**config.mk**
```make
export PLATFORM = sky130hd
export DESIGN_NAME = hq_cfg
export DESIGN_NICKNAME = d
export VERILOG_FILES = /design/src/rtl/hq_pkg.sv /design/src/rtl/hq_cfg.sv
export SDC_FILE = /design/constraint.sdc
export NUM_CORES = 1
export LEC_CHECK = 0
export ABC_CLOCK_PERIOD_IN_PS = 1100
export BUFFER_PORTS_ARGS = -buffer_cell sky130_fd_sc_hd__buf_2
export CAP_MARGIN = 20
export CELL_PAD_IN_SITES_DETAIL_PLACEMENT = 0
export CELL_PAD_IN_SITES_GLOBAL_PLACEMENT = 1
export CORE_MARGIN = 3
export CORE_UTILIZATION = 28
export CTS_CLUSTER_DIAMETER = 150
export DETAILED_ROUTE_END_ITERATION = 10
export GPL_TIMING_DRIVEN = 0
export PLACE_DENSITY = 0.79
export SETUP_SLACK_MARGIN = 0.1
export SYNTH_ARGS = -nofsm -noshare
export SYNTH_HDL_FRONTEND = slang
export SYNTH_SLANG_ARGS = --single-unit
```
**constraint.sdc**
```tcl
create_clock -name i_clk -period 1.1 [get_ports i_clk]
set_input_delay 0.11 -clock i_clk [delete_from_list [all_inputs] [get_ports i_clk]]
set_output_delay 0.11 -clock i_clk [all_outputs]
set_load 0.1 [all_outputs]
```
**src/rtl/hq_pkg.sv**
```systemverilog
// Deadline heap timer queue: shared constants, codes and types.
// No dependencies; compiled first.
`default_nettype none

package hq_pkg;

    localparam int SLOTS   = 32;
    localparam int SLOT_W  = $clog2(SLOTS);
    localparam int CNT_W   = SLOT_W + 1;
    localparam int TIME_W  = 64;
    localparam int SEQ_W   = 32;
    localparam int AMT_W   = 16;
    localparam int QUANT_W = 10;
    localparam int OP_W    = 2;
    localparam int KIND_W  = 3;
    localparam int HSLOT_W = 6;
    localparam int PADDR_W = 3;
    localparam int PDATA_W = 32;

    localparam logic [SEQ_W-1:0]   SEQ_RESET   = 32'h1234ABCD;
    localparam logic [QUANT_W-1:0] QUANT_RESET = 10'd50;
    localparam logic [AMT_W-1:0]   MAXD_RESET  = 16'd60000;
    localparam logic [CNT_W-1:0]   MAX_OUT     = CNT_W'(32);

    typedef enum logic [OP_W-1:0] {
        OP_REQUEST = 2'd0,
        OP_CANCEL  = 2'd1,
        OP_ADVANCE = 2'd2
    } t_op;

    typedef enum logic [KIND_W-1:0] {
        KIND_ISSUED  = 3'd0,
        KIND_CANCEL  = 3'd1,
        KIND_EXPIRED = 3'd2,
        KIND_FULL    = 3'd3,
        KIND_NONE    = 3'd4
    } t_kind;

    // register index = paddr[2]
    localparam logic REG_QUANTUM  = 1'b0;
    localparam logic REG_MAXDELAY = 1'b1;

    typedef struct packed {
        logic [QUANT_W-1:0] quantum;
        logic [AMT_W-1:0]   max_delay;
    } t_cfg;

    typedef enum logic [4:0] {
        S_IDLE, S_DIV, S_RQ_ALLOC, S_RQ_INS, S_FULL,
        S_SU_CHK, S_SU_R1, S_SU_R2,
        S_CN_CHK, S_RM_START, S_RM_R1, S_RM_R2,
        S_SD_CHK, S_SD_R1, S_SD_R2, S_SD_R3, S_SD_R4, S_SD_R5, S_SD_CMP,
        S_AD_TOP, S_AD_R1, S_AD_R2, S_AD_PUSH, S_AD_END,
        S_RQ_FIN, S_RQ_EMIT, S_CN_EMIT
    } t_state;

endpackage

`default_nettype wire

```
**src/rtl/hq_cfg.sv**
```systemverilog
// APB-style register file: quantum and maximum delay.
// Depends on hq_pkg.
`default_nettype none

module hq_cfg (
    input  wire logic                        i_clk,
    input  wire logic                        i_rst_n,
    input  wire logic                        psel,
    input  wire logic                        penable,
    input  wire logic                        pwrite,
    input  wire logic [hq_pkg::PADDR_W-1:0]  paddr,
    input  wire logic [hq_pkg::PDATA_W-1:0]  pwdata,
    output logic      [hq_pkg::PDATA_W-1:0]  prdata,
    output logic                             pready,
    output hq_pkg::t_cfg                     o_cfg
);
    import hq_pkg::*;

    t_cfg r_cfg;

    assign pready = 1'b1;
    assign o_cfg  = r_cfg;

    always_ff @(posedge i_clk) begin
        if (!i_rst_n) begin
            r_cfg.quantum   <= QUANT_RESET;
            r_cfg.max_delay <= MAXD_RESET;
        end else if (psel && penable && pwrite) begin
            unique case (paddr[2])
                REG_QUANTUM:  r_cfg.quantum   <= pwdata[QUANT_W-1:0];
                REG_MAXDELAY: r_cfg.max_delay <= pwdata[AMT_W-1:0];
                default: ;
            endcase
        end
    end

    always_comb begin
        unique case (paddr[2])
            REG_QUANTUM:  prdata = PDATA_W'(r_cfg.quantum);
            REG_MAXDELAY: prdata = PDATA_W'(r_cfg.max_delay);
            default:      prdata = '0;
        endcase
    end
endmodule

`default_nettype wire

```
==> results.yml <==
clocking:
  clock-sinks: 26
  cts_tree: "built"
  htree_levels: 1
  path_clk_slew_ps: 90
  clockBufferDepth: 2
  clock-root-buffer: "clkbuf_8"
  cts_inserted_buffers: 3
  hold_buffers: 0
  clock_latency_ps: 270
final_layout:
  drive_gt1_share_pct: 61.02
  finalNetCount: 278
  largest_reg_flops: 26
  n_antenna_cell: 0
  area_delta_synth_final_pct: 84.84
place:
  portBuffers: 62
  hpwl_mm: 2.768
  dp_slack_ps: -319.4
  gp_congestion: 0.6862
power_and_ir_drop:
  p_leak_nw: 1.186
  finalPower_mw: 2.530
  cellPowerDensity_nw_per_um2: 969.7
  vdd_drop_max_mv: 0.4373
global_route:
  grt_pass1_vias: 1263
  antenna_found_initial: 0
  grt_pass1_wl_mm: 6.127
  grt-ovfl-total: 0
  grt_use_total_pct: 13.10
  grt_max_degree: 14
critical_path:
  cp-start-kind: "register"
  cp_max_fo: 2
  cp.required_ps: 990
  crit_type: "register to output pin"
  endpoint_kind: "output pin"
  cp.arrival_ps: 1070
  r2r_slack_ps: 250
  reg2regPathDepth: 4
yosys:
  synth_edf_count: 0
  synth_cells: 147
  synth_commonest_cells: "nand2_1, dfxtp_1, mux2i_1"
  synth_top_area_share_pct: 36.88
  synth_area_per_cell_um2: 9.601
  synth_seq_cells: 26
  async_flop_share_pct: 0
  yosys-top-cells-area: "dfxtp_1, mux2i_1, buf_4"
  yosysSeqAreaShare_pct: 36.88
  synth.largest_area_cell: "dfxtp_1"
  yosys-mux-area-fraction_pct: 26.42
  synth-simple-area-share_pct: 21.28
  yosysMostFrequentCell: "nand2_1"
  synth_compound_area_share_pct: 0
  synth_cell_types: 16
  netlist_area_um2: 1411
  synthAdderAreaFrac_pct: 0
  synth_top_family_by_area: "multiplexers"
  synth_ff_type: "dfxtp_1"
  yosys_warnings: 0
  synth_xor_area_share_pct: 0
route:
  routed_wl_mm: 3.904
  num_vias: 1244
  wire_per_inst_um: 12.88
  drt_first_iter_violations: 23
  drt_first_pass_iters: 3
  via_per_inst: 4.106
  drcViolationCount: 0
  ant_nets: 0
run_status:
  outcome: "finished with violations"
  violations: "negative setup slack"
die:
  die_h_um: 77.00
  dieWidth_um: 77.00
  pin_count: 99
  start_util_pct: 29.49
  core_um2: 4786
  fp.dieArea_um2: 5928
  rows: 25
timing:
  finalHoldViolCount: 0
  rsz0062_at_grt: "true"
  timing.setup.tns_ps: -819.1
  finalCriticalPeriod_ps: 1184
  finClkSkew_ps: 0
  fmax_ghz: 0.8446
  post-route-period-util_pct: 107.6
  setup_ws_ps: -83.97
  slew_viol_final: 0
  setup_viol: 11
worst_hold_path:
  hold_class: "input pin to register"
  whs_path_depth: 3
job:
  maxCapViolCount: 0
-- cells in the final DEF, fill, tap and decap left out, drive strengths merged --
cell type and instances:
nand2 27, and4 1, mux2 10, conb 17
mux2i 26, nand4b 1, clkbuf 4, and2 6
dfxtp 26, and4b 1, buf 97, nor2b 19
nand4 1
-- routing by layer --
metal  vias to the layer above  GRT usage, %  wire (µm)
met1                       563         15.82       1631
met4                         0         3.737         34
met5                         -             0          0
met2                        46         23.95       2046
li1                        631             -          -
met3                         4         1.878        191
-- logic make-up (layout without fill, tap and decap cells) --
group | count (synthesis) | count (layout)
buffers and inverters | 27 | 101
DFF | 26 | 26
muxes | 36 | 36
other | 2 | 17
and+or+nand+nor | 56 | 56
-- path summary, 6_finish.rpt --
check,startpoint,end
worst max-delay path,o_cfg[21]$_SDFFE_PN1P_,prdata[5]
worst min-delay path,pwdata[12],o_cfg[12]$_SDFFE_PN0P_
worst max register to register,o_cfg[17]$_SDFFE_PN1P_,o_cfg[17]$_SDFFE_PN1P_
worst min register to register,o_cfg[4]$_SDFFE_PN0P_,o_cfg[4]$_SDFFE_PN0P_
-- worst max-delay path, cell delays in order, from the launching register on --
cell	delay, ps
dfxtp_4	350
mux2_4	280
buf_12	170
-- metrics by stage --
stage               utilization [%]  instance area (µm²)  hold slack (ps)  cells
floorplan                         -                 1618            241.6    162
detailed placement            42.04                 2012            359.1    291
CTS                           51.32                 2456            64.08    294
finish                        54.51                 2609            75.57    303
global route                  54.51                 2609            79.98    303
global placement              42.04                 2012            349.3    291
-- area by class of cell --
type | count | area (µm²)
buffer | 27 | 216.5
multi-input combinational | 109 | 789.5
timing repair buffer | 71 | 859.6
sequential | 26 | 618.1
clock buffer | 3 | 41.29
tap | 67 | 83.83
fill | 433 | 2177
-- timing repair --
| action | in CTS | in global routing |
|---|---|---|
| setup buffers | 0 | 9 |
| pin swaps | 0 | 0 |
| resized for setup | 116 | 20 |
| endpoints found under the setup margin | 42 | 19 |
-- where the power goes --
group	total (mW)	internal [mW]	switching (mW)
sequential	0.931	0.913	0.0182
combinational	1.07	0.325	0.746
clock	0.528	0.245	0.283
Power figures use the tool's default switching activity.
