$ cat src/rtl/hq_pkg.sv
// Deadline heap timer queue: shared constants, codes and types.
// No dependencies; compiled first.
`default_nettype none

package hq_pkg;

    localparam int SLOTS   = 32;
    localparam int SLOT_W  = $clog2(SLOTS);
    localparam int CNT_W   = SLOT_W + 1;
    localparam int TIME_W  = 64;
    localparam int SEQ_W   = 32;
    localparam int AMT_W   = 16;
    localparam int QUANT_W = 10;
    localparam int OP_W    = 2;
    localparam int KIND_W  = 3;
    localparam int HSLOT_W = 6;
    localparam int PADDR_W = 3;
    localparam int PDATA_W = 32;

    localparam logic [SEQ_W-1:0]   SEQ_RESET   = 32'h1234ABCD;
    localparam logic [QUANT_W-1:0] QUANT_RESET = 10'd50;
    localparam logic [AMT_W-1:0]   MAXD_RESET  = 16'd60000;
    localparam logic [CNT_W-1:0]   MAX_OUT     = CNT_W'(32);

    typedef enum logic [OP_W-1:0] {
        OP_REQUEST = 2'd0,
        OP_CANCEL  = 2'd1,
        OP_ADVANCE = 2'd2
    } t_op;

    typedef enum logic [KIND_W-1:0] {
        KIND_ISSUED  = 3'd0,
        KIND_CANCEL  = 3'd1,
        KIND_EXPIRED = 3'd2,
        KIND_FULL    = 3'd3,
        KIND_NONE    = 3'd4
    } t_kind;

    // register index = paddr[2]
    localparam logic REG_QUANTUM  = 1'b0;
    localparam logic REG_MAXDELAY = 1'b1;

    typedef struct packed {
        logic [QUANT_W-1:0] quantum;
        logic [AMT_W-1:0]   max_delay;
    } t_cfg;

    typedef enum logic [4:0] {
        S_IDLE, S_DIV, S_RQ_ALLOC, S_RQ_INS, S_FULL,
        S_SU_CHK, S_SU_R1, S_SU_R2,
        S_CN_CHK, S_RM_START, S_RM_R1, S_RM_R2,
        S_SD_CHK, S_SD_R1, S_SD_R2, S_SD_R3, S_SD_R4, S_SD_R5, S_SD_CMP,
        S_AD_TOP, S_AD_R1, S_AD_R2, S_AD_PUSH, S_AD_END,
        S_RQ_FIN, S_RQ_EMIT, S_CN_EMIT
    } t_state;

endpackage

`default_nettype wire

$ cat src/rtl/hq_div.sv
// Bit-serial restoring divider: 64-bit dividend by 10-bit divisor.
// Depends on hq_pkg. One quotient bit per cycle.
`default_nettype none

module hq_div (
    input  wire logic                         i_clk,
    input  wire logic                         i_rst_n,
    input  wire logic                         i_start,
    input  wire logic [hq_pkg::TIME_W-1:0]    i_num,
    input  wire logic [hq_pkg::QUANT_W-1:0]   i_den,
    output logic                              o_done,
    output logic      [hq_pkg::TIME_W-1:0]    o_quo
);
    import hq_pkg::*;

    localparam int CW = $clog2(TIME_W) + 1;

    logic [QUANT_W-1:0] r_den;
    logic [QUANT_W-1:0] r_rem;
    logic [CW-1:0]      r_cnt;
    logic               r_busy;
    logic [QUANT_W:0]   rem_sh;
    logic               ge;

    assign rem_sh = {r_rem, o_quo[TIME_W-1]};
    assign ge     = rem_sh >= {1'b0, r_den};

    always_ff @(posedge i_clk) begin
        if (!i_rst_n) begin
            r_busy <= 1'b0;
            o_done <= 1'b0;
        end else begin
            o_done <= 1'b0;
            if (i_start) begin
                r_busy <= 1'b1;
                r_cnt  <= '0;
                r_rem  <= '0;
                r_den  <= i_den;
                o_quo  <= i_num;
            end else if (r_busy) begin
                r_rem <= ge ? QUANT_W'(rem_sh - {1'b0, r_den}) : rem_sh[QUANT_W-1:0];
                o_quo <= {o_quo[TIME_W-2:0], ge};
                r_cnt <= r_cnt + 1'b1;
                if (r_cnt == CW'(TIME_W - 1)) begin
                    r_busy <= 1'b0;
                    o_done <= 1'b1;
                end
            end
        end
    end
endmodule

`default_nettype wire

$ cat config.mk
export PLATFORM = sky130hd
export DESIGN_NAME = hq_div
export DESIGN_NICKNAME = d
export VERILOG_FILES = /design/src/rtl/hq_pkg.sv /design/src/rtl/hq_div.sv
export SDC_FILE = /design/constraint.sdc
export NUM_CORES = 1
export LEC_CHECK = 0
export ABC_AREA = 1
export BUFFER_PORTS_ARGS = -buffer_cell sky130_fd_sc_hd__buf_2
export CAP_MARGIN = 15
export CORE_MARGIN = 5
export CORE_UTILIZATION = 55
export DETAILED_ROUTE_END_ITERATION = 7
export GPL_TIMING_DRIVEN = 0
export PLACE_DENSITY = 0.85
export SLEW_MARGIN = 10
export SYNTH_ARGS = -nofsm -noshare
export SYNTH_HDL_FRONTEND = slang
export SYNTH_SLANG_ARGS = --single-unit
$ cat constraint.sdc
create_clock -name i_clk -period 9.5 [get_ports i_clk]
set_input_delay 1.9 -clock i_clk [delete_from_list [all_inputs] [get_ports i_clk]]
set_output_delay 1.9 -clock i_clk [all_outputs]
set_load 0.05 [all_outputs]
==> flow_metrics.py, run 1 <==
metrics = {
    "setup_path": {
        "cp_slowest_cell": "a21oi_4",
        "ff2ff_path_depth": 12,
        "cp_common_cell": "buf_16",
        "slowest_delay_ns": 0.54,
        "worstPathCellList": "buf_2 > inv_2 > a21oi_4 > buf_16 > buf_16 > buf_16",
        "endpoint_kind": "flip-flop",
        "crit_type": "in -> reg",
        "reg2reg_slack_ns": 7.48,
        "cp.required_ns": 9.57,
        "crit_path_start_kind": "input port",
        "critPathMaxFanout": 18,
        "r2r-start": "o_quo[63]$_DFFE_PP_",
        "r2r-end": "r_rem[8]$_SDFFCE_PP0P_",
        "crit_arrival_ns": 3.30,
        "cp_top_family": "buffers and inverters",
        "path_buf_inv": 5,
    },
    "cts": {
        "clkSinkCount": 93,
        "clkLatencyLatePin_ns": 0.36,
        "cts_tree": "yes",
        "postCtsSetupBuffers": 0,
        "cts.clk_slew.worst_paths_ns": 0.10,
        "hold_buffers": 0,
        "cts-htree-levels": 3,
        "cts-root-buf": "clkbuf_8",
        "clockBufferDepth": 2,
        "ctsResizeCount": 0,
        "numCtsBuffers": 9,
    },
    "placed_design": {
        "place_ws_ns": 5.85,
        "portBuffers": 140,
        "dp_cells": 734,
        "place_congestion": 0.880,
        "hpwl_um": 8380,
    },
    "synth": {
        "synth.top_cell.area_share_pct": 60.1,
        "synth_nets": 574,
        "ys.flop_type": "edfxtp_1",
        "synth.area.top_cells": "edfxtp_1 (60%), nand2_1 (20%), ha_1 (3.0%), inv_1 (3.0%), nor2_1 (2.1%)",
        "syn_area_per_cell_um2": 9.37,
        "synth.distinct_cells": 32,
        "yosysMostFrequentCell": "nand2_1",
        "ys_seq_area_share_pct": 61.0,
        "synthArstFlopShare_pct": 0,
        "netlist_area_um2": 4550,
        "synth_largest_area_cell": "edfxtp_1",
        "synthCells": 485,
        "post_synth_most_frequent_cells": "nand2_1 (245), edfxtp_1 (91), inv_1 (36)",
        "synth-seq-cells": 93,
        "yosysWarnings": 0,
        "synth_edf_count": 91,
    },
    "timing": {
        "period_share_pct": 34.0,
        "rsz0062_at_grt": "no",
        "slew_headroom_pct": 57.9,
        "slew_viol_final": 0,
        "setup_ws_ns": 6.27,
        "hold_violations": 0,
        "timing.fmax_mhz": 310,
        "tns_ns": 0,
        "tightest_slew_ns": 0.631,
        "period_needed_ns": 3.23,
        "setup_violations": 0,
        "clock_skew_ns": 0.0122,
    },
    "min_path": {
        "hold_start": "r_busy$_SDFF_PN0_",
        "hold_end": "o_done$_SDFF_PP0_",
        "holdPathStages": 2,
        "hold_path_class": "reg -> reg",
    },
    "routing": {
        "wl_met2_um": 5410,
        "wirelength_um": 10800,
        "routed_via_density": 4.90,
        "drt_iter0_drc": 173,
        "dr_wl_met3_um": 1010,
        "highest_layer": "met4",
        "wl_met1_um": 4290,
        "wl_per_cell_um": 14.4,
        "drcViolationCount": 0,
        "drtPass1Iterations": 4,
        "ant_nets": 0,
        "num_vias": 3674,
    },
    "grt": {
        "grt-ovfl-total": 0,
        "grt_pass1_wl_um": 17600,
        "grt_antenna_before_repair": 0,
        "track_usage_pct": 22.0,
        "grt_pass1_vias": 3755,
        "grt_max_degree": 19,
    },
    "pwr": {
        "power.density_nw_per_um2": 173,
        "ir_worst_vdd_v": 0.000122,
        "leakage_nw": 2.80,
    },
    "run_status": {
        "status": "finished, final reports clean",
    },
    "floorplanning": {
        "start_util_pct": 55.9,
        "die_w_um": 101,
        "rows": 33,
        "io_pins": 142,
        "dieHeight_um": 101,
        "core_um2": 8130,
        "die-area_um2": 10200,
    },
    "final_layout": {
        "area_growth_pct": 25.0,
        "fillers": 605,
        "n_antenna_cell": 0,
        "nets": 729,
        "final_cells": 750,
        "layout-drive-gt1-share_pct": 29.0,
    },
    "flow_run": {
        "maxCapViolCount": 0,
    },
}
kinds of logic after synthesis:
family                     Yosys count  synth area share, %
AOI/OAI and AO/OA                   18                 2.81
xor gates and xnor gates             4                0.771
adders and majority gates           12                 3.47
buffers and inverters               55                 4.84
DFF                                 93                 61.0
and+or+nand+nor                    303                 27.1
stage by stage:
step	hold slack (ns)	util (%)	power, W	cell area, µm²
5_1_grt	0.565	69.9	0.00103	5680
2_1_floorplan	0.421	-	0.000677	4550
4_1_cts	0.522	69.9	0.000991	5680
6_report	0.523	69.9	0.000984	5680
3_5_place_dp	0.519	67.6	0.000742	5500
3_3_place_gp	0.431	66.1	0.000731	5380
cell type report:
type / count / area, µm² / area share (%)
clock inverter: 7 / 58.8 / 1.04
multi-input combinational: 337 / 1560 / 27.5
timing repair buffer: 144 / 811 / 14.3
sequential: 93 / 2770 / 48.8
tap: 105 / 131 / 2.31
clock buffer: 9 / 124 / 2.18
inverter: 38 / 143 / 2.51
buffer: 17 / 77.6 / 1.37
worst max-delay path by stage:
stage	from	endpoint	slack (ns)	cells after the start
4_1_cts	i_start	o_quo[50]$_DFFE_PP_	6.24	6
5_1_grt	i_start	o_quo[50]$_DFFE_PP_	6.17	6
3_3_place_gp	i_start	r_busy$_SDFF_PN0_	1.13	5
2_1_floorplan	i_start	r_busy$_SDFF_PN0_	2.82	5
6_report	i_start	o_quo[45]$_DFFE_PP_	6.27	6
3_5_place_dp	i_start	o_quo[39]$_DFFE_PP_	5.85	6
worst min-delay path, stage by stage (launching register included):
cell and delay [ns]:
dfxtp_1 0.31, inv_1 0.11, nor4_1 0.07
flip-flops by register name (all words and copies together), names as in the netlist:
| name | cells |
|---|---|
| r_busy | 1 |
| o_done | 1 |
| r_den | 10 |
| o_quo | 64 |
| r_rem | 10 |
| r_cnt | 7 |
metal layers:
layer	vias up	global-route usage, %
met5	-	0
met4	0	6.13
met3	5	6.09
met2	130	37.3
met1	1677	27.7
li1	1862	-
report_power, final:
group / switching, W / internal, W
clock network: 0.000153 / 0.0000994
registers: 0.0000151 / 0.000488
logic: 0.000157 / 0.0000725
total: 0.000325 / 0.000660
placed cells by master, fill, tap and decap left out, types with 5 or more instances in the layout:
master | netlist | layout
a21oi_1 | 8 | 7
buf_2 | 2 | 142
clkbuf_1 | 14 | 14
clkbuf_8 | 0 | 9
edfxtp_1 | 91 | 91
ha_1 | 11 | 11
inv_1 | 36 | 36
nand2_1 | 245 | 245
nand3_1 | 7 | 7
nand3b_1 | 5 | 5
nor2_1 | 25 | 25
nor2_2 | 8 | 8
o21bai_2 | 5 | 5
Note: power is estimated with default switching activity, not from simulation.
==> run 2: changes to the inputs <==
CORE_UTILIZATION = 46   (was 55)
PLACE_DENSITY = 0.76   (was 0.85)
clock period = 2.9 ns   (was 9.5 ns; I/O delays follow)
==> run 2 against run 1 <==
  * Register-to-register slack lost 6.6 ns
  * First-iteration DRC count decreased by 1.2%
  * Global-route usage down 2.9 points
  * Design area fell by 0.33%
  * Sequential cell count stayed put
  * Cell count rose by 3.6%
  * Via count rose by 0.71%
  * Non-clock buffer count decreased by 1
  * Critical endpoint is now r_rem[8]$_SDFFCE_PP0P_
  * Largest cell class unchanged
  * Largest power group unchanged
==> flow_metrics.py, run 2 (same netlist as run 1, synthesis figures left out) <==
metrics = {
    "cts": {
        "clockBufferDepth": 2,
        "clkLatencyLatePin_ns": 0.38,
        "ctsResizeCount": 0,
        "numCtsBuffers": 9,
        "postCtsSetupBuffers": 0,
        "clkSinkCount": 93,
        "cts-htree-levels": 3,
        "hold_buffers": 0,
        "cts_tree": "yes",
        "cts.clk_slew.worst_paths_ns": 0.09,
        "cts-root-buf": "clkbuf_8",
    },
    "setup_path": {
        "slowest_delay_ns": 0.45,
        "critPathMaxFanout": 4,
        "r2r-end": "r_rem[8]$_SDFFCE_PP0P_",
        "ff2ff_path_depth": 12,
        "endpoint_kind": "flip-flop",
        "reg2reg_slack_ns": 0.89,
        "worstPathCellList": "inv_1 > ha_1 > inv_1 > fa_1 > nand3_1 > nand2_1 > nand2_1 > nand3b_1 > nand2_1 > nand2_1 > nand2_1 > nor2_1",
        "cp_common_cell": "nand2_1",
        "path_buf_inv": 2,
        "cp.required_ns": 3.03,
        "cp_slowest_cell": "edfxtp_1",
        "crit_path_start_kind": "flip-flop",
        "crit_type": "reg -> reg",
        "cp_top_family": "simple AND/OR/NAND/NOR gates",
        "r2r-start": "o_quo[63]$_DFFE_PP_",
        "crit_arrival_ns": 2.13,
    },
    "grt": {
        "grt_max_degree": 28,
        "grt_antenna_before_repair": 0,
        "grt_pass1_wl_um": 17500,
        "grt_pass1_vias": 3697,
        "grt-ovfl-total": 0,
        "track_usage_pct": 19.1,
    },
    "timing": {
        "tns_ns": 0,
        "timing.fmax_mhz": 499,
        "hold_violations": 0,
        "rsz0062_at_grt": "no",
        "setup_ws_ns": 0.894,
        "slew_viol_final": 0,
        "setup_violations": 0,
        "period_needed_ns": 2.01,
        "period_share_pct": 69.2,
        "tightest_slew_ns": 0.708,
        "slew_headroom_pct": 52.7,
        "clock_skew_ns": 0.0180,
    },
    "placed_design": {
        "hpwl_um": 8340,
        "portBuffers": 140,
        "place_ws_ns": 0.639,
        "place_congestion": 0.878,
    },
    "floorplanning": {
        "core_um2": 9680,
        "die_w_um": 109,
        "dieHeight_um": 109,
        "rows": 36,
        "io_pins": 142,
        "start_util_pct": 46.9,
        "die-area_um2": 12000,
    },
    "min_path": {
        "hold_path_class": "in -> reg",
        "hold_start": "i_den[0]",
        "holdPathStages": 1,
        "hold_end": "r_den[0]$_DFFE_PP_",
    },
    "final_layout": {
        "nets": 728,
        "final_common_cell": "nand2_1",
        "top_register": "o_quo",
        "layout-drive-gt1-share_pct": 28.9,
        "final_cell_mix": "nand2_1 (245), buf_2 (142), edfxtp_1 (91)",
        "area_growth_pct": 24.6,
        "largestRegisters": "o_quo: 64 flops, r_den: 10 flops, r_rem: 10 flops",
        "largest_reg_flops": 64,
        "n_antenna_cell": 0,
    },
    "routing": {
        "ant_nets": 0,
        "wirelength_um": 10800,
        "drt_iter0_drc": 171,
        "routed_via_density": 4.76,
        "drtPass1Iterations": 5,
        "wl_per_cell_um": 13.9,
        "drcViolationCount": 0,
        "num_vias": 3700,
    },
    "pwr": {
        "power.density_nw_per_um2": 564,
        "ir_worst_vdd_v": 0.000446,
        "leakage_nw": 2.78,
    },
    "flow_run": {
        "maxCapViolCount": 0,
    },
    "run_status": {
        "status": "finished, final reports clean",
    },
}
==> run 2: cell types whose count changed in the layout (fill, tap and decap cells not counted) <==
cell and delta:
buf_16 -3, buf_12 +2, inv_6 +1, clkinv_4 -1, inv_8 -1, clkinvlp_4 -2, clkinv_2 +3
==> run 2: area by class of cell <==
class,instances,area [µm²]
clock inverter,7,47.5
timing repair buffer,143,768
sequential,93,2770
multi-input combinational,337,1560
tap,133,166
fill,866,4020
inverter,38,143
clock buffer,9,124
buffer,17,77.6
==> run 2: worst max path at each step <==
stage / cells after the start / slack (ns) / start / end
after floorplan: 3 / 0.30 / i_start / o_quo[0]$_DFFE_PP_
after global placement: 5 / -0.41 / i_start / r_busy$_SDFF_PN0_
after detailed placement: 5 / 0.64 / i_start / o_quo[29]$_DFFE_PP_
after CTS: 12 / 0.88 / o_quo[63]$_DFFE_PP_ / r_rem[8]$_SDFFCE_PP0P_
after global routing: 13 / 0.72 / o_quo[63]$_DFFE_PP_ / r_rem[8]$_SDFFCE_PP0P_
final: 12 / 0.89 / o_quo[63]$_DFFE_PP_ / r_rem[8]$_SDFFCE_PP0P_
==> run 2: report_power, final <==
part	total [W]	switching [W]	leakage (nW)	internal (W)
combinational	0.000741	0.000511	1.80	0.000229
clock	0.000806	0.000490	0.0931	0.000317
sequential	0.00165	0.0000497	0.892	0.00160
==> run 2: routing by layer <==
| metal | part of all wire (%) | GRT usage, % | vias to the layer above |
|---|---|---|---|
| met5 | 0 | 0 | - |
| met4 | 1.8 | 5.43 | 0 |
| met3 | 8.1 | 7.69 | 14 |
| met2 | 49 | 31.2 | 125 |
| met1 | 41 | 23.3 | 1703 |
| li1 | - | - | 1858 |
==> run 2: stage by stage <==
step	total power [W]	hold slack, ns	cell area [µm²]	util, %	std cells
finish	0.00319	0.375	5660	58.5	777
global route	0.00337	0.347	5660	58.5	777
CTS	0.00322	0.351	5660	58.5	777
detailed placement	0.00242	0.506	5490	56.7	761
global placement	0.00239	0.492	5420	56.0	758
floorplan	0.00221	0.478	4560	-	485
