==> src/rtl/hq_ram.sv <==
// Generic single-write, single-read synchronous RAM, registered read.
// No dependencies.
`default_nettype none

module hq_ram #(
    parameter int W = 8,
    parameter int D = 32
) (
    input  wire logic                 i_clk,
    input  wire logic                 i_we,
    input  wire logic [$clog2(D)-1:0] i_waddr,
    input  wire logic [W-1:0]         i_wdata,
    input  wire logic [$clog2(D)-1:0] i_raddr,
    output logic      [W-1:0]         o_rdata
);
    logic [W-1:0] r_mem [D];

    always_ff @(posedge i_clk) begin
        if (i_we) begin
            r_mem[i_waddr] <= i_wdata;
        end
        o_rdata <= r_mem[i_raddr];
    end
endmodule

`default_nettype wire

==> config.mk <==
export PLATFORM = sky130hd
export DESIGN_NAME = hq_ram
export DESIGN_NICKNAME = d
export VERILOG_FILES = /design/src/rtl/hq_ram.sv
export SDC_FILE = /design/constraint.sdc
export NUM_CORES = 1
export LEC_CHECK = 0
export ABC_AREA = 1
export BUFFER_PORTS_ARGS = -buffer_cell sky130_fd_sc_hd__buf_2
export CAP_MARGIN = 20
export CORE_MARGIN = 2
export CORE_UTILIZATION = 57
export DETAILED_ROUTE_END_ITERATION = 10
export PLACE_DENSITY = 0.79
export SYNTH_ARGS = -nofsm -noshare
export SYNTH_HDL_FRONTEND = slang
export SYNTH_SLANG_ARGS = --single-unit
==> constraint.sdc <==
create_clock -name i_clk -period 2.16 [get_ports i_clk]
set_input_delay 0.108 -clock i_clk [delete_from_list [all_inputs] [get_ports i_clk]]
set_output_delay 0.108 -clock i_clk [all_outputs]
set_load 0.01 [all_outputs]
==> results of run 1 <==
-- registers in the layout, indices dropped and copies added (netlist names) --
signal and flops:
o_rdata 8, r_mem 256
-- logic make-up after synthesis --
family | after synthesis | share of synthesized area
simple gates | 596 | 0.231
buf+inv | 62 | 0.0414
flops | 264 | 0.728
-- repair_timing --
| item | in CTS | in global routing |
|---|---|---|
| endpoints found under the setup margin | 0 | 0 |
| hold endpoints to repair | 8 | 0 |
| hold buffers | 1 | 0 |
-- worst paths after layout --
kind / from / end / slack [ns] / cells past startpoint
max: r_mem[25][3]$_DFFE_PP_ / o_rdata[3]$_DFF_P_ / 0.86 / 8
min: i_raddr[3] / o_rdata[4]$_DFF_P_ / 0.11 / 5
max reg2reg: r_mem[25][3]$_DFFE_PP_ / o_rdata[3]$_DFF_P_ / 0.86 / 8
min reg2reg: r_mem[12][2]$_DFFE_PP_ / o_rdata[2]$_DFF_P_ / 0.78 / 8
-- area by class of cell --
| type | instances | area, sq um | share of cell area |
|---|---|---|---|
| multi-input combinational | 596 | 2490 | 0.208 |
| clock buffer | 29 | 641 | 0.0534 |
| clock inverter | 16 | 203 | 0.0169 |
| timing repair buffer | 63 | 485 | 0.0405 |
| inverter | 10 | 38.8 | 0.00323 |
| tap | 234 | 293 | 0.0244 |
| sequential | 264 | 7850 | 0.654 |
-- power by group through the flow --
| stage | Sequential [mW] | Clock [mW] | Combinational (mW) |
|---|---|---|---|
| 4_1_cts | 5.72 | 4.57 | 0.677 |
| 5_1_grt | 5.72 | 4.76 | 0.744 |
| 3_3_place_gp | 5.82 | 0 | 0.649 |
| 6_report | 5.72 | 4.54 | 0.682 |
| 2_1_floorplan | 5.83 | 0 | 0.410 |
| 3_5_place_dp | 5.83 | 0 | 0.668 |
-- worst register-to-register path: stages (launching register included) --
cell      delay, ns
edfxtp_1       0.42
nand2_1        0.10
nand3_1        0.10
nand3_1        0.11
nand2_1        0.07
nand2_1        0.08
nand2_1        0.13
nand2_1        0.13
nand2_1        0.06
-- cell usage in the layout, fill, tap and decap left out --
cell             n
inv_2            1
clkinvlp_4       2
buf_2           26
nand3_1        204
dlygate4sd3_1    1
nand2_1        360
clkbuf_1         4
buf_12           6
clkinv_2         4
edfxtp_1       256
buf_4           30
dfxtp_1          8
bufinv_16        5
clkbuf_16       25
nor2_1          32
clkinv_1         6
inv_1            8
-- routing by layer --
| metal | global-route usage | wire length, microns |
|---|---|---|
| met4 | 0.0911 | 846 |
| met3 | 0.0368 | 2120 |
| met1 | 0.344 | 9710 |
| met2 | 0.422 | 12300 |
| met5 | 0 | 0 |
-- through the flow --
| stage | hold slack [ns] | worst slack, ns |
|---|---|---|
| 4_1_cts | 0.0868 | 0.926 |
| 5_1_grt | 0.139 | 0.811 |
| 2_1_floorplan | 0.207 | 1.02 |
| 6_report | 0.107 | 0.856 |
| 3_3_place_gp | 0.427 | 0.538 |
| 3_5_place_dp | 0.441 | 0.410 |
==> out/qor.yml, run 1 <==
status: "finished, final reports clean"
die_h_microns: 142
yosysTopAreaCellShare: 0.713
post_dp_cell_area_sq_mm: 0.0111
cp_max_fo: 1
globalRoute.totalOverflow: 0
swShare: 0.215
crit_chain: "nand2_1 -> nand3_1 -> nand3_1 -> nand2_1 -> nand2_1 -> nand2_1 -> nand2_1 -> nand2_1"
ys_ff_latch: 264
core.rowCount: 50
synth_area_leaders: "edfxtp_1 71%, nand2_1 13%, nand3_1 9.5%"
cts_tree: "done"
final_cells: 1212
grt_first_pass_wirelength_mm: 38.2
p_clk_frac: 0.415
hold_path.class: "in -> reg"
fmax_mhz: 767
port_buffers: 27
synthFlopType: "edfxtp_1"
relSlewSlack: 0.457
drive_gt1_frac: 0.101
drt-initial-drc-count: 975
end_kind: "register"
crit_required_ns: 2.58
drc: 0
clk-insertion-delay-late_ns: 0.53
n_antenna_cell: 0
syn-num-nets: 942
coreArea_sq_mm: 0.0186
cts_inserted_buffers: 25
grt_pass1_vias: 6762
avgSynthCellArea_sq_um: 11.7
cts_post_setup_buffers_inserted: 0
maxCapViolCount: 0
synth.most_common_cell: "nand2_1"
cts_resized: 0
track_usage: 0.253
pwr-share-comb: 0.062
synth_edf_count: 256
h-tree-depth: 1
syn-cell-area_sq_mm: 0.0108
num_io_pins: 28
grt_start_max_net_pins: 65
p_sw_mw: 2.35
intPower_mw: 8.59
die-area_sq_mm: 0.0200
vdd_drop_max_uv: 764
syn_inst: 922
netlist_top_cells_count: "360 x nand2_1, 256 x edfxtp_1, 204 x nand3_1, 32 x nor2_1, 24 x buf_6"
area_growth_pct: 11.3
dp_hpwl_mm: 14.1
fin_crit_ns: 1.30
startpoint_type: "register"
root_buffer: "clkbuf_16"
via_count: 7155
routed_via_density: 5.90
slew_violations: 0
cp.arrival_ns: 1.72
setup_viol: 0
worst_pin_slew_ns: 0.812
gp_congestion: 0.847
power.leakage_nw: 4.50
initial_utilization: 0.579
clock_path_buffers: 3
cpLargestDelayFamily: "simple AND/OR/NAND/NOR gates"
rsz0062_at_grt: "false"
clock_skew_ns: 0.00942
crit_path_frequent_cell: "nand2_1"
utilization: 0.644
place_inst: 1166
fin_area_sq_mm: 0.0120
hold_viol: 0
yosysSeqAreaShare: 0.728
power.density_mw_per_mm2: 912
ant_nets: 0
max_stage_delay_ns: 0.42
critical_path_buf_inv_count: 0
totalPowerFinal_mw: 10.9
wl_mm: 25.0
crit_type: "reg -> reg"
synth_warnings: 0
synth_cell_types: 12
synth_largest_area_cell: "edfxtp_1"
fill_cells: 1364
post-route-period-util: 0.604
setup_tns_ns: 0
p_seq_frac: 0.523
dr.pass1.iters: 5
cts.clk_slew.worst_paths_ns: 0.07
critPathSlowestCell: "edfxtp_1"
die-width_microns: 142
wl_per_cell_microns: 20.6
antenna_found_initial: 0
cts.sinks: 264
postSynth.asyncResetShare: 0
layout.nets: 980
(Power assumes the default switching activity.)
==> run 2, diff against run 1 <==
- clock period: 2.16 -> 1.4 ns (I/O delays scaled with it)
==> out/qor.yml, run 2 (synthesized netlist as in run 1, its figures left out) <==
gp_congestion: 0.813
cp.arrival_ns: 1.59
grt_pass1_vias: 6969
drt-initial-drc-count: 977
wl_mm: 24.6
hold_path.class: "in -> reg"
worst_pin_slew_ns: 0.641
final_cell_mix: "360 x nand2_1, 256 x edfxtp_1, 204 x nand3_1, 52 x buf_4, 32 x nor2_1"
grt_first_pass_wirelength_mm: 38.5
routed_via_density: 5.83
initial_utilization: 0.579
fin_crit_ns: 1.18
num_io_pins: 28
die-width_microns: 142
die_h_microns: 142
met2_length_mm: 12.0
status: "finished, final reports clean"
ant_nets: 0
fmax_mhz: 844
vdd_drop_max_uv: 1040
port_buffers: 27
drive_gt1_frac: 0.126
power.leakage_nw: 4.69
layout.nets: 1008
cts_hold_buf: 3
h-tree-depth: 1
n_antenna_cell: 0
core.rowCount: 50
clock_path_buffers: 3
routedLengthMet1_mm: 9.55
met3_length_mm: 2.27
coreArea_sq_mm: 0.0186
regMostFlops: "r_mem"
crit_required_ns: 1.80
cts_post_setup_buffers_inserted: 0
power.density_mw_per_mm2: 1400
cts_tree: "done"
maxCapViolCount: 0
cts_inserted_buffers: 25
hold_viol: 0
crit_type: "reg -> reg"
relSlewSlack: 0.573
post-route-period-util: 0.846
globalRoute.totalOverflow: 0
dp_hpwl_mm: 14.4
cts.clk_slew.worst_paths_ns: 0.06
area_growth_pct: 14.3
largest_reg_flops: 256
track_usage: 0.253
drc: 0
totalPowerFinal_mw: 17.3
dr.pass1.iters: 5
wl_per_cell_microns: 19.8
fill_cells: 1340
setup_viol: 0
final_common_cell: "nand2_1"
startpoint_type: "register"
dr.max_layer_used: "met4"
root_buffer: "clkbuf_16"
rsz0062_at_grt: "false"
whs_ns: 0.0245
grt_start_max_net_pins: 76
antenna_found_initial: 0
cp_max_fo: 1
die-area_sq_mm: 0.0200
largestRegisters: "r_mem: 256 flops, o_rdata: 8 flops"
via_count: 7231
clk-insertion-delay-late_ns: 0.52
cts_resized: 0
clock_skew_ns: 0.00922
end_kind: "register"
slew_violations: 0
cts.sinks: 264
setup_tns_ns: 0
-- run 2: cell count changes in the layout (fill, tap and decap cells not counted) --
cell	change
buf_12	+4
buf_4	+22
bufinv_16	+2
clkbuf_1	+1
clkbuf_8	+1
clkinv_1	-3
clkinvlp_4	-1
dlygate4sd3_1	+2
-- run 2: metrics by stage --
stage / utilization / std cells / setup slack [ns] / area (sq um)
2_1_floorplan: - / 922 / 0.296 / 10800
3_3_place_gp: 0.611 / 1192 / -0.00847 / 11400
3_5_place_dp: 0.611 / 1192 / 0.0292 / 11400
4_1_cts: 0.661 / 1240 / 0.216 / 12300
5_1_grt: 0.661 / 1240 / 0.134 / 12300
6_report: 0.661 / 1240 / 0.216 / 12300
-- run 2: area by class of cell --
type | instances | area [sq um] | share of cell area
inverter | 10 | 38.8 | 0.00315
clock inverter | 14 | 244 | 0.0198
timing repair buffer | 91 | 751 | 0.0609
sequential | 264 | 7850 | 0.637
tap | 234 | 293 | 0.0238
clock buffer | 31 | 658 | 0.0534
multi-input combinational | 596 | 2490 | 0.202
-- run 2: path summary, 6_finish.rpt --
path	startpoint	endpoint	slack, ns	cells past startpoint
max	r_mem[17][6]$_DFFE_PP_	o_rdata[6]$_DFF_P_	0.22	8
min	i_wdata[5]	r_mem[15][5]$_DFFE_PP_	0.02	1
max reg2reg	r_mem[17][6]$_DFFE_PP_	o_rdata[6]$_DFF_P_	0.22	8
min reg2reg	r_mem[10][3]$_DFFE_PP_	o_rdata[3]$_DFF_P_	0.77	8
-- run 2: routing by layer --
| layer | global-route usage | up-vias |
|---|---|---|
| met5 | 0 | - |
| met4 | 0.0858 | 0 |
| met3 | 0.0388 | 58 |
| met2 | 0.413 | 368 |
| met1 | 0.353 | 3476 |
| li1 | - | 3329 |
-- run 2: power by group --
part | switching (mW) | internal, mW | leakage, nW
logic | 0.771 | 0.334 | 1.88
clock network | 2.77 | 4.61 | 0.437
registers | 0.0376 | 8.78 | 2.37
-- run 2: worst max-delay path, cell delays in order (launching register included) --
cell and delay, ns:
edfxtp_1 0.36, nand2_1 0.09, nand3_1 0.09, nand3_1 0.10
nand2_1 0.07, nand2_1 0.08, nand2_1 0.13, nand2_1 0.09
nand2_1 0.07
==> run 3, diff against run 2 <==
- ABC_AREA: 1 -> 0
- clock period: 1.4 -> 1.2 ns (I/O delays scaled with it)
==> out/qor.yml, run 3 <==
status: "finished, violations left"
violations: "setup timing"
fin_crit_ns: 1.87
grt_pass1_vias: 4652
crit_path_start: "r_mem[15][0]$_DFFE_PP_"
crit_required_ns: 1.60
ant_nets: 0
grt_start_max_net_pins: 33
fmax_mhz: 534
cts.clk_slew.worst_paths_ns: 0.06
cts_tree: "done"
ys_ff_latch: 264
clock_path_buffers: 3
gp_congestion: 0.810
crit_type: "reg -> reg"
synth.most_common_cell: "edfxtp_1"
die-width_microns: 137
synth_warnings: 0
drt-initial-drc-count: 572
layout.nets: 513
yosysSeqAreaShare: 0.781
rsz0062_at_grt: "true"
syn-num-nets: 437
cts_inserted_buffers: 25
whs_ns: 0.0487
utilization: 0.677
final_cell_mix: "256 x edfxtp_1, 80 x mux4_2, 30 x buf_4, 26 x buf_2, 25 x clkbuf_16"
drive_gt1_frac: 0.407
synth_cell_types: 15
synthFlopType: "edfxtp_1"
avgSynthCellArea_sq_um: 24.1
via_count: 4637
setup_viol: 8
post-route-period-util: 1.56
port_buffers: 27
clock_skew_ns: 0.0113
root_buffer: "clkbuf_16"
dp_hpwl_mm: 12.9
crit_end: "o_rdata[0]$_DFF_P_"
routed_via_density: 6.32
cts_post_setup_buffers_inserted: 0
syn-cell-area_sq_mm: 0.0101
power.density_mw_per_mm2: 1580
cp_max_fo: 1
end_kind: "register"
die-area_sq_mm: 0.0187
grt_first_pass_wirelength_mm: 30.7
regMostFlops: "r_mem"
h-tree-depth: 1
coreArea_sq_mm: 0.0173
r2r-start: "r_mem[15][0]$_DFFE_PP_"
power.leakage_nw: 3.73
r2r_cells: 3
register_area_sq_mm: 0.00785
dr.pass1.iters: 5
wl_per_cell_microns: 28.0
worst-r2r-setup-slack_ns: -0.67
num_io_pins: 28
postSynth.asyncResetShare: 0
largestRegisters: "r_mem: 256 flops, o_rdata: 8 flops"
cts.sinks: 264
worstHoldStart: "i_raddr[3]"
maxCapViolCount: 0
synth_edf_count: 256
fin_area_sq_mm: 0.0117
cp.arrival_ns: 2.27
core.rowCount: 48
multi_input_area_sq_mm: 0.00224
relSlewSlack: 0.575
drc: 0
timing.final.ws_setup_ns: -0.673
r2r-end: "o_rdata[0]$_DFF_P_"
globalRoute.totalOverflow: 0
wl_mm: 20.6
startpoint_type: "register"
die_h_microns: 137
vdd_drop_max_uv: 1240
track_usage: 0.234
final_cells: 734
hold_viol: 0
largest_reg_flops: 256
clk-insertion-delay-late_ns: 0.51
cts_hold_buf: 0
netlist_top_cells_count: "256 x edfxtp_1, 80 x mux4_2, 33 x nor2_1, 8 x dfxtp_1, 8 x mux2_2"
area_growth_pct: 16.5
fill_cells: 1028
initial_utilization: 0.581
post_dp_cell_area_sq_mm: 0.0110
place_inst: 691
setup_tns_ns: -5.03
slew_violations: 0
hold_path.class: "in -> reg"
worst_pin_slew_ns: 0.637
synth_area_leaders: "edfxtp_1 76%, mux4_2 18%, dfxtp_1 1.6%"
syn_inst: 417
antenna_found_initial: 1
yosysTopAreaCellShare: 0.765
synth_largest_area_cell: "edfxtp_1"
final_common_cell: "edfxtp_1"
-- run 3: cell count changes in the layout (fill, tap and decap cells not counted), moves of 6 or more --
cell | previous run | this run
nand2_1 | 360 | 1
nand3_1 | 204 | 2
inv_1 | 8 | 0
mux2_4 | 0 | 8
mux4_2 | 0 | 80
nor2_4 | 0 | 13
nor2_1 | 32 | 16
buf_4 | 52 | 30
bufinv_16 | 7 | 1
-- run 3: cells by family after synthesis --
group,count (synthesis),synth area share
buf+inv,20,0.0106
mux,88,0.188
flops,264,0.781
simple gates,45,0.0207
-- run 3: stage by stage --
| step | setup slack (ns) | power [mW] |
|---|---|---|
| 4_1_cts | -0.668 | 18.6 |
| 3_5_place_dp | -0.750 | 11.6 |
| 5_1_grt | -0.695 | 19.0 |
| 6_report | -0.673 | 18.5 |
| 2_1_floorplan | -0.457 | 11.1 |
| 3_3_place_gp | -0.725 | 11.5 |
-- run 3: worst min-delay path by stage --
| stage | endpoint | slack [ns] | cells after the start |
|---|---|---|---|
| floorplan | r_mem[0][0]$_DFFE_PP_ | 0.16 | 0 |
| global placement | o_rdata[7] | 0.52 | 1 |
| detailed placement | o_rdata[6] | 0.52 | 1 |
| CTS | o_rdata[4]$_DFF_P_ | 0.004 | 2 |
| global route | o_rdata[2]$_DFF_P_ | 0.04 | 2 |
| finish | o_rdata[4]$_DFF_P_ | 0.05 | 2 |
-- run 3: where the power goes --
group	internal (mW)	switching, mW
Clock	4.01	3.07
Combinational	0.515	0.592
Sequential	10.3	0.0756
-- run 3: area by class of cell --
type | instances | area share
timing repair buffer | 69 | 0.0526
antenna | 1 | 0.000214
clock inverter | 10 | 0.00588
sequential | 264 | 0.670
clock buffer | 32 | 0.0557
multi-input combinational | 133 | 0.191
tap | 225 | 0.0240
-- run 3: critical path: stages (launching register included) --
cell	delay [ns]
edfxtp_1	0.40
mux4_2	0.55
mux4_2	0.53
mux2_4	0.29
-- run 3: routing by layer --
metal / wire [microns] / GRT usage / share of wire / up-vias
li1: - / - / - / 1927
met1: 8540 / 0.365 / 0.42 / 2415
met2: 9790 / 0.356 / 0.48 / 261
met3: 1780 / 0.0381 / 0.087 / 34
met4: 446 / 0.0619 / 0.022 / 0
met5: 0 / 0 / 0 / -
-- run 3: repair_timing --
action,CTS,global route
resized for setup,5,3
gates cloned,0,0
endpoints found under the setup margin,8,8
